File: config.mk
export PLATFORM = sky130hd
export DESIGN_NAME = ddo_cordic
export DESIGN_NICKNAME = d
export VERILOG_FILES = /design/src/rtl/ddo_pkg.sv /design/src/rtl/ddo_cordic.sv
export SDC_FILE = /design/constraint.sdc
export NUM_CORES = 1
export LEC_CHECK = 0
export BUFFER_PORTS_ARGS = -buffer_cell sky130_fd_sc_hd__buf_4
export CORE_MARGIN = 3
export CORE_UTILIZATION = 40
export CTS_CLUSTER_SIZE = 14
export DETAILED_ROUTE_END_ITERATION = 10
export PLACE_DENSITY = 0.56
export SYNTH_ARGS = -nofsm -noshare
export SYNTH_HDL_FRONTEND = slang
export SYNTH_SLANG_ARGS = --single-unit
File: constraint.sdc
create_clock -name clk -period 5.9 [get_ports clk]
set_input_delay 0.295 -clock clk [delete_from_list [all_inputs] [get_ports clk]]
set_output_delay 0.295 -clock clk [all_outputs]
set_load 0.02 [all_outputs]
File: src/rtl/ddo_pkg.sv
// shared types, constants and helpers for the differential drive odometry block
package ddo_pkg;

    localparam int CORDIC_STEPS = 16;
    localparam int STEP_W = $clog2(CORDIC_STEPS + 1);

    localparam logic signed [33:0] CORDIC_GAIN = 34'sd652032874;
    localparam logic signed [33:0] RAD_TO_BAM = 34'sd683565276;

    localparam logic [1:0] REG_WHEEL_SIZE = 2'd0;
    localparam logic [1:0] REG_RADIUS_AXLE = 2'd1;
    localparam logic [1:0] REG_INVERSE_PERIOD = 2'd2;

    typedef struct packed {
        logic signed [31:0] right_angle;
        logic signed [31:0] left_angle;
    } ddo_req_t;

    typedef struct packed {
        logic signed [31:0] pose_x;
        logic signed [31:0] pose_y;
        logic [31:0]        heading;
        logic signed [31:0] step_x;
        logic signed [31:0] step_y;
        logic signed [31:0] step_heading;
    } ddo_rsp_t;

    function automatic logic signed [32:0] atan_lookup(input logic [4:0] i);
        logic signed [32:0] r;
        begin
            unique case (i)
                5'd0: r = 33'sh020000000;
                5'd1: r = 33'sh012E4051D;
                5'd2: r = 33'sh009FB385B;
                5'd3: r = 33'sh0051111D4;
                5'd4: r = 33'sh0028B0D43;
                5'd5: r = 33'sh00145D7E1;
                5'd6: r = 33'sh000A2F61E;
                5'd7: r = 33'sh000517C55;
                5'd8: r = 33'sh00028BE53;
                5'd9: r = 33'sh000145F2E;
                5'd10: r = 33'sh0000A2F98;
                5'd11: r = 33'sh0000517CC;
                5'd12: r = 33'sh000028BE6;
                5'd13: r = 33'sh0000145F3;
                5'd14: r = 33'sh00000A2F9;
                5'd15: r = 33'sh00000517C;
                5'd16: r = 33'sh0000028BE;
                5'd17: r = 33'sh00000145F;
                5'd18: r = 33'sh000000A2F;
                5'd19: r = 33'sh000000517;
                5'd20: r = 33'sh00000028B;
                5'd21: r = 33'sh000000145;
                5'd22: r = 33'sh0000000A2;
                5'd23: r = 33'sh000000051;
                5'd24: r = 33'sh000000028;
                5'd25: r = 33'sh000000014;
                5'd26: r = 33'sh00000000A;
                5'd27: r = 33'sh000000005;
                5'd28: r = 33'sh000000002;
                5'd29: r = 33'sh000000001;
                default: r = 33'sh000000000;
            endcase
            return r;
        end
    endfunction

    function automatic logic signed [31:0] sat32(input logic signed [71:0] v);
        logic signed [31:0] r;
        begin
            if (v > 72'sd2147483647)
                r = 32'sh7FFFFFFF;
            else if (v < -72'sd2147483648)
                r = 32'sh80000000;
            else
                r = v[31:0];
            return r;
        end
    endfunction

endpackage

File: src/rtl/ddo_cordic.sv
// iterative rotation cordic giving cosine and sine of a binary angle
module ddo_cordic (
    input  logic               clk,
    input  logic               rst_n,
    input  logic               start,
    input  logic [31:0]        angle,
    output logic               done,
    output logic signed [33:0] cos_val,
    output logic signed [33:0] sin_val
);
    import ddo_pkg::*;

    logic signed [33:0] x_reg, x_next;
    logic signed [33:0] y_reg, y_next;
    logic signed [32:0] z_reg, z_next;
    logic [STEP_W-1:0] cnt_reg, cnt_next;
    logic busy_reg, busy_next;
    logic done_reg, done_next;
    logic flip_reg, flip_next;
    logic [31:0] folded;
    logic signed [33:0] dx, dy;
    logic signed [32:0] at;

    assign folded = (angle[31:30] == 2'd1 || angle[31:30] == 2'd2)
                    ? angle + 32'h80000000 : angle;
    assign dx = y_reg >>> cnt_reg[4:0];
    assign dy = x_reg >>> cnt_reg[4:0];
    assign at = atan_lookup(cnt_reg[4:0]);

    always_comb
    begin
        x_next = x_reg;
        y_next = y_reg;
        z_next = z_reg;
        cnt_next = cnt_reg;
        busy_next = busy_reg;
        done_next = 1'b0;
        flip_next = flip_reg;
        if (start)
        begin
            x_next = CORDIC_GAIN;
            y_next = '0;
            z_next = {folded[31], folded};
            cnt_next = '0;
            busy_next = 1'b1;
            flip_next = (angle[31:30] == 2'd1 || angle[31:30] == 2'd2);
        end
        else if (busy_reg)
        begin
            if (!z_reg[32])
            begin
                x_next = x_reg - dx;
                y_next = y_reg + dy;
                z_next = z_reg - at;
            end
            else
            begin
                x_next = x_reg + dx;
                y_next = y_reg - dy;
                z_next = z_reg + at;
            end
            cnt_next = cnt_reg + 1'b1;
            if (cnt_reg == STEP_W'(CORDIC_STEPS - 1))
            begin
                busy_next = 1'b0;
                done_next = 1'b1;
            end
        end
    end

    always_ff @(posedge clk or negedge rst_n)
    begin
        if (!rst_n)
        begin
            busy_reg <= 1'b0;
            done_reg <= 1'b0;
        end
        else
        begin
            busy_reg <= busy_next;
            done_reg <= done_next;
        end
    end

    always_ff @(posedge clk)
    begin
        x_reg <= x_next;
        y_reg <= y_next;
        z_reg <= z_next;
        cnt_reg <= cnt_next;
        flip_reg <= flip_next;
    end

    assign done = done_reg;
    assign cos_val = flip_reg ? -x_reg : x_reg;
    assign sin_val = flip_reg ? -y_reg : y_reg;
endmodule

==> flow_metrics.tcl, run 1 <==
set metrics [dict create \
    final.period_utilization_pct 101 \
    powerDensity_nw_per_um2 756 \
    final-seq-area_um2 3140 \
    die-width_um 221 \
    status "finished with violations" \
    cts_buffers 17 \
    rows 78 \
    htreeDepth 4 \
    tightest_slew_ns 0.966 \
    path_class "flip-flop to flip-flop" \
    synth.distinct_cells 116 \
    multi_input_area_um2 14300 \
    clock_sinks 139 \
    synthFlopType "dfxtp_1" \
    syn_to_final_growth_pct 26.3 \
    routed_wl_um 73500 \
    core-area_um2 45500 \
    drc 0 \
    synth_edf_count 34 \
    antenna_found_initial 0 \
    final_net_count 2818 \
    drtAntennaViolNets 0 \
    start_util_pct 40.5 \
    cts_tree "yes" \
    place.gp.congestion 0.981 \
    synth_area_leaders "dfxtp_1, ha_1, xnor2_1, edfxtp_1, nor2_1" \
    critPathMaxFanout 7 \
    clkLatencyLatePin_ns 0.51 \
    cts_root_buf "clkbuf_16" \
    layout_setup_ws_ns -0.0617 \
    grt_max_degree 69 \
    skew_ns 0.0242 \
    num_vias 19300 \
    clk_path_buf_depth 2 \
    report.final.slew_viol_count 0 \
    cp.required_ns 6.29 \
    yosysSeqAreaShare_pct 17.0 \
    maxCapViolCount 0 \
    drive_gt1_share_pct 29.2 \
    timing.hold.ws_ns 0.0685 \
    grt-ovfl-total 0 \
    fillers 4442 \
    die_area_um2 48700 \
    yosysTopAreaCell "dfxtp_1" \
    arrival_ns 6.35 \
    hold_viol 0 \
    setup_violations 3 \
    synth_top_cell_area_share_pct 11.2 \
    worst_setup_path_start_kind "flip-flop" \
    synth_seq_cells 139 \
    die_y_um 221 \
    clk_pin_slew_ns 0.08 \
    grt_setup_unrepaired "yes" \
    yosysWarnings 0 \
    dp_hpwl_um 57400 \
    pin_count 104 \
    synthArstFlopShare_pct 1.44 \
    grt_pass1_vias 18600 \
    hp-class "primary input to flip-flop" \
    synth_fp_nets 2414 \
    finalSetupTns_ns -0.0834 \
    netlist_area_um2 18400 \
    min_period_ns 5.96 \
    port_buffers 103 \
    slew_headroom_pct 35.4 \
    p_leak_nw 10.4 \
    avgSynthCellArea_um2 8.14 \
    diodes 0 \
    endpoint_kind "flip-flop" \
    vias_per_cell 5.87 \
    grt_use_total_pct 29.8 \
    syn_inst 2264 \
    ir_worst_vdd_uv 360 \
    max_freq_mhz 168 \
    dp_slack_ns -0.343 \
    drt_iter0_markers 1655 \
    post_drt_wl_per_cell_um 22.4 \
    violations "negative setup slack" \
    first_pass_iters 7 \
    grt_pass1_wl_um 111000 \
]
[path summary, 6_finish.rpt]
kind	startpoint	end	slack (ns)	depth (start not counted)
min in group asynchronous	rst_n	busy_reg	0.11	2
min	angle[29]	z_reg[29]	0.07	3
max	cnt_reg[0]	y_reg[33]	-0.06	24
max in group asynchronous	rst_n	busy_reg	5.68	2
max reg2reg	cnt_reg[0]	y_reg[33]	-0.06	24
min reg2reg	y_reg[1]	y_reg[1]	0.52	2
[per-stage QoR]
step                      utilization [%]  std cells  area (um2)  total power (W)
after floorplan                         -       2264       18500           0.0107
after global placement               48.6       3217       22100           0.0153
after detailed placement             48.6       3217       22100           0.0155
after CTS                            50.4       3265       22900           0.0170
after global routing                 51.2       3281       23300           0.0190
final                                51.2       3281       23300           0.0176
[worst max-delay path, cell delays in order, from the launching register on]
cell and delay [ns]:
dfxtp_4 0.42, buf_6 0.13, mux4_2 0.51, mux2_4 0.30
a222oi_1 0.36, buf_4 0.19, nor2_2 0.04, a21oi_2 0.14
ha_2 0.21, inv_2 0.04, or4b_4 0.58, nor3b_2 0.19
nor2_1 0.07, xor2_1 0.16, ha_2 0.18, or3_4 0.33
a311o_1 0.29, a41oi_2 0.18, o31ai_4 0.13, a221o_1 0.37
a21oi_4 0.18, o311ai_2 0.11, a31o_2 0.22, mux2i_1 0.17
mux2_1 0.34
[cells in the mapped netlist (6+ instances only)]
cell type and n:
a221oi_1 13, nand3_1 27, inv_1 59, or2_2 13
o31ai_1 29, nor2_1 228, o211ai_1 15, ha_1 112
nand2_1 223, buf_4 7, buf_2 17, clkbuf_1 80
or4_1 13, o21a_1 22, o22ai_1 10, o41ai_1 15
a21oi_1 165, a22oi_1 14, o21bai_1 18, nand4_1 10
xnor2_1 145, a211o_1 6, mux4_2 34, nor2b_1 17
clkbuf_8 22, nand2b_1 27, mux2i_1 79, mux4_1 23
dfxtp_1 103, mux2_2 45, and2_1 14, nor4_1 14
or3_1 18, xor2_1 93, o21ai_0 156, and3_1 18
buf_1 16, nor3_1 36, o221ai_1 12, a31oi_1 35
a211oi_1 23, a21o_1 49, o22a_1 6, edfxtp_1 34
a311oi_1 8
[power breakdown]
group,switching [W],internal (W)
clock network,0.000533,0.000636
logic,0.00770,0.00693
registers,0.000355,0.00143
[metal layers]
| metal | track usage [%] | part of all wire, % | vias up |
|---|---|---|---|
| li1 | - | - | 9163 |
| met1 | 38.3 | 43 | 9328 |
| met2 | 50.6 | 48 | 635 |
| met3 | 4.90 | 5.7 | 133 |
| met4 | 10.8 | 3.4 | 0 |
| met5 | 0 | 0 | - |
[cell families (layout without fill, tap and decap cells)]
| family | after synthesis | after routing | synth area share (%) |
|---|---|---|---|
| XOR/XNOR | 238 | 238 | 11.3 |
| AO/OA/AOI/OAI | 665 | 665 | 23.8 |
| flip-flops | 139 | 139 | 17.0 |
| AND/OR/NAND/NOR | 704 | 704 | 18.3 |
| buffers and inverters | 219 | 636 | 7.00 |
| adder cells (fa/ha/maj) | 115 | 115 | 7.93 |
| multiplexers | 184 | 184 | 14.7 |
[repair_timing]
item	CTS	global route
cloned	0	0
setup endpoints to repair	8	20
pin swaps	15	41
hold endpoints to repair	2	0
buffers inserted	15	17
hold buffers	1	0
resized for setup	27	68
[cell usage in the layout (no fill, tap or decap), types with 10 or more instances in the layout]
master / synthesis / layout
o221ai_1: 12 / 11
a22oi_1: 14 / 13
buf_12: 5 / 10
mux4_1: 23 / 14
nand2b_1: 27 / 27
ha_1: 112 / 107
nand4_1: 10 / 10
and2_1: 14 / 14
o21ai_0: 156 / 148
and3_1: 18 / 17
dfxtp_1: 103 / 100
a31oi_1: 35 / 31
nor2b_1: 17 / 17
or2_2: 13 / 13
o21bai_1: 18 / 18
o211ai_1: 15 / 15
a211oi_1: 23 / 22
nand2_1: 223 / 222
or3_1: 18 / 17
nor2_1: 228 / 226
o31ai_1: 29 / 24
inv_1: 59 / 58
a21o_1: 49 / 49
nor4_1: 14 / 13
or4_1: 13 / 13
buf_4: 7 / 521
xor2_1: 93 / 93
xnor2_1: 145 / 144
edfxtp_1: 34 / 34
nor3_1: 36 / 34
a21oi_1: 165 / 152
mux2_2: 45 / 43
nand3_1: 27 / 25
o41ai_1: 15 / 13
mux2i_1: 79 / 79
a21oi_2: 1 / 13
o22ai_1: 10 / 10
mux4_2: 34 / 43
clkbuf_16: 0 / 17
o21a_1: 22 / 22
[layout make-up]
type	count	area share (%)
multi-input combinational	1906	61.6
timing repair buffer	541	18.2
sequential	139	13.5
tap	600	3.23
clock buffer	19	1.90
inverter	63	1.02
clock inverter	13	0.602
Note: power is estimated with default switching activity, not from simulation.
==> run 2, diff against run 1 <==
--- a/config.mk
+++ b/config.mk
@@ -5,12 +5,13 @@
 export SDC_FILE = /design/constraint.sdc
 export NUM_CORES = 1
 export LEC_CHECK = 0
+export ABC_CLOCK_PERIOD_IN_PS = 5900
 export BUFFER_PORTS_ARGS = -buffer_cell sky130_fd_sc_hd__buf_4
 export CORE_MARGIN = 3
 export CORE_UTILIZATION = 40
 export CTS_CLUSTER_SIZE = 14
 export DETAILED_ROUTE_END_ITERATION = 10
-export PLACE_DENSITY = 0.56
+export PLACE_DENSITY_LB_ADDON = 0.15
 export SYNTH_ARGS = -nofsm -noshare
 export SYNTH_HDL_FRONTEND = slang
 export SYNTH_SLANG_ARGS = --single-unit
==> run 2 against run 1 <==
  * Highest routed layer unchanged
  * Critical endpoint unchanged
  * Utilization up 0.22 points
  * Total power shrank 0.49%
  * Clock power hardly changed
  * The run now ends clean
  * Register-to-register slack better by 0.07 ns
  * Cell count shrank 0.21%
==> flow_metrics.tcl, run 2 (synthesized netlist as in run 1, its figures left out) <==
set metrics [dict create \
    r2r_slack_ns 0.01 \
    arrival_ns 6.27 \
    clk_path_buf_depth 2 \
    final.period_utilization_pct 99.8 \
    p_leak_nw 10.4 \
    path_class "flip-flop to flip-flop" \
    diodes 0 \
    clock_sinks 139 \
    powerDensity_nw_per_um2 749 \
    report.final.slew_viol_count 0 \
    vias_per_cell 5.93 \
    drc 0 \
    port_buffers 103 \
    cts_buffers 17 \
    slew_headroom_pct 34.2 \
    hold-path-endpoint "z_reg[26]" \
    critPathMaxFanout 7 \
    hp-class "primary input to flip-flop" \
    htreeDepth 4 \
    cts_tree "yes" \
    worst_setup_path_start_kind "flip-flop" \
    max_freq_mhz 170 \
    first_pass_iters 5 \
    switchingPower_w 0.00863 \
    grt_setup_unrepaired "yes" \
    drt_iter0_markers 1541 \
    hp-start "angle[26]" \
    die_y_um 221 \
    fin_cells 3274 \
    die-width_um 221 \
    pin_count 104 \
    grt_max_degree 69 \
    rr_startpoint "cnt_reg[0]" \
    die_area_um2 48700 \
    core-area_um2 45500 \
    finalSetupTns_ns 0 \
    ir_worst_vdd_uv 456 \
    clkLatencyLatePin_ns 0.51 \
    grt_pass1_vias 18500 \
    seq_power_share_pct 10.4 \
    maxCapViolCount 0 \
    syn_to_final_growth_pct 26.8 \
    place.gp.congestion 0.966 \
    dp.cells 3203 \
    final_net_count 2811 \
    rows 78 \
    grt-ovfl-total 0 \
    routed_wl_um 74100 \
    cts_root_buf "clkbuf_16" \
    r2r-end "y_reg[33]" \
    endpoint_kind "flip-flop" \
    hold_viol 0 \
    hold_depth 3 \
    dp_slack_ns -0.184 \
    drive_gt1_share_pct 29.5 \
    cp.required_ns 6.28 \
    min_period_ns 5.89 \
    fin_util_pct 51.4 \
    switching_share_pct 49.4 \
    combPwrFrac_pct 83.0 \
    antenna_found_initial 0 \
    p_clk_share_pct 6.5 \
    post_drt_wl_per_cell_um 22.6 \
    tightest_slew_ns 0.985 \
    start_util_pct 40.5 \
    layout_setup_ws_ns 0.0114 \
    setup_violations 0 \
    dp_hpwl_um 57500 \
    reg2reg_depth 25 \
    grt_pass1_wl_um 111000 \
    drtAntennaViolNets 0 \
    timing.hold.ws_ns 0.0719 \
    num_vias 19400 \
    layout_commonest_cell "buf_4" \
    layout_common_cells "buf_4, nor2_1, nand2_1, a21oi_1, o21ai_0" \
    status "finished, final reports clean" \
    skew_ns 0.0161 \
    p_int_w 0.00886 \
    clk_pin_slew_ns 0.08 \
    grt_use_total_pct 29.8 \
]
[run 2: changes by cell type in the layout (fill, tap and decap cells not counted), moves of 5 or more]
cell,before,now
mux2i_1,79,74
mux2i_2,1,6
buf_4,521,509
inv_8,1,7
buf_12,10,15
[run 2: area by class of cell]
| type | count | area (um2) |
|---|---|---|
| clock buffers | 17 | 425 |
| clock inverters | 15 | 163 |
| fillers | 4437 | 22100 |
| inverters | 63 | 240 |
| multi-input cells | 1906 | 14400 |
| flip-flops and latches | 139 | 3140 |
| well taps | 600 | 751 |
| repair buffers | 534 | 4250 |
[run 2: repair_timing]
| item | in CTS | in global routing |
|---|---|---|
| pin swaps | 18 | 49 |
| hold buffers | 1 | 0 |
| cloned | 0 | 1 |
| resized for setup | 19 | 91 |
| setup buffers | 11 | 26 |
| setup endpoints to repair | 3 | 16 |
| endpoints found under the hold margin | 2 | 0 |
[run 2: power by group through the flow]
stage,Clock (W),Combinational [W],Sequential [W]
2_1_floorplan,0,0.00901,0.00167
3_3_place_gp,0,0.0136,0.00182
3_5_place_dp,0,0.0137,0.00183
4_1_cts,0.00118,0.0139,0.00181
5_1_grt,0.00120,0.0158,0.00186
6_report,0.00114,0.0145,0.00183
[run 2: worst max-delay path by stage]
stage	start	to	slack [ns]	cells after the start
after floorplan	cnt_reg[0]	y_reg[33]	0.02	24
after global placement	cnt_reg[0]	y_reg[33]	-0.19	24
after detailed placement	cnt_reg[0]	y_reg[33]	-0.18	24
after global routing	cnt_reg[0]	y_reg[33]	-0.14	23
final	cnt_reg[0]	y_reg[33]	0.01	25
after CTS	cnt_reg[1]	x_reg[33]	0.005	21
[run 2: metal layers]
layer	track usage [%]	wire, um
met1	39.4	32600
met2	51.2	35500
met3	4.59	4170
met4	7.63	1840
met5	0	0
[run 2: stage by stage]
stage          total power (W)  area [um2]
2_1_floorplan           0.0107       18500
3_5_place_dp            0.0155       22100
6_report                0.0175       23400
4_1_cts                 0.0169       22800
5_1_grt                 0.0189       23400
3_3_place_gp            0.0154       22100
[run 2: critical path, cell delays in order (launching register included)]
cell       delay (ns)
dfxtp_4          0.43
buf_6            0.13
clkbuf_16        0.13
buf_6            0.09
mux4_2           0.54
nand2_2          0.11
o21ai_4          0.07
a221oi_2         0.31
buf_4            0.16
and4_1           0.22
nand4_1          0.12
or4b_4           0.57
nor3b_2          0.17
nor2_1           0.07
xor2_1           0.15
ha_2             0.18
or3_4            0.33
a311o_1          0.29
a41oi_2          0.18
o31ai_4          0.12
a221o_1          0.37
a21oi_4          0.18
o311ai_4         0.11
a31o_2           0.22
mux2i_1          0.16
mux2_1           0.34
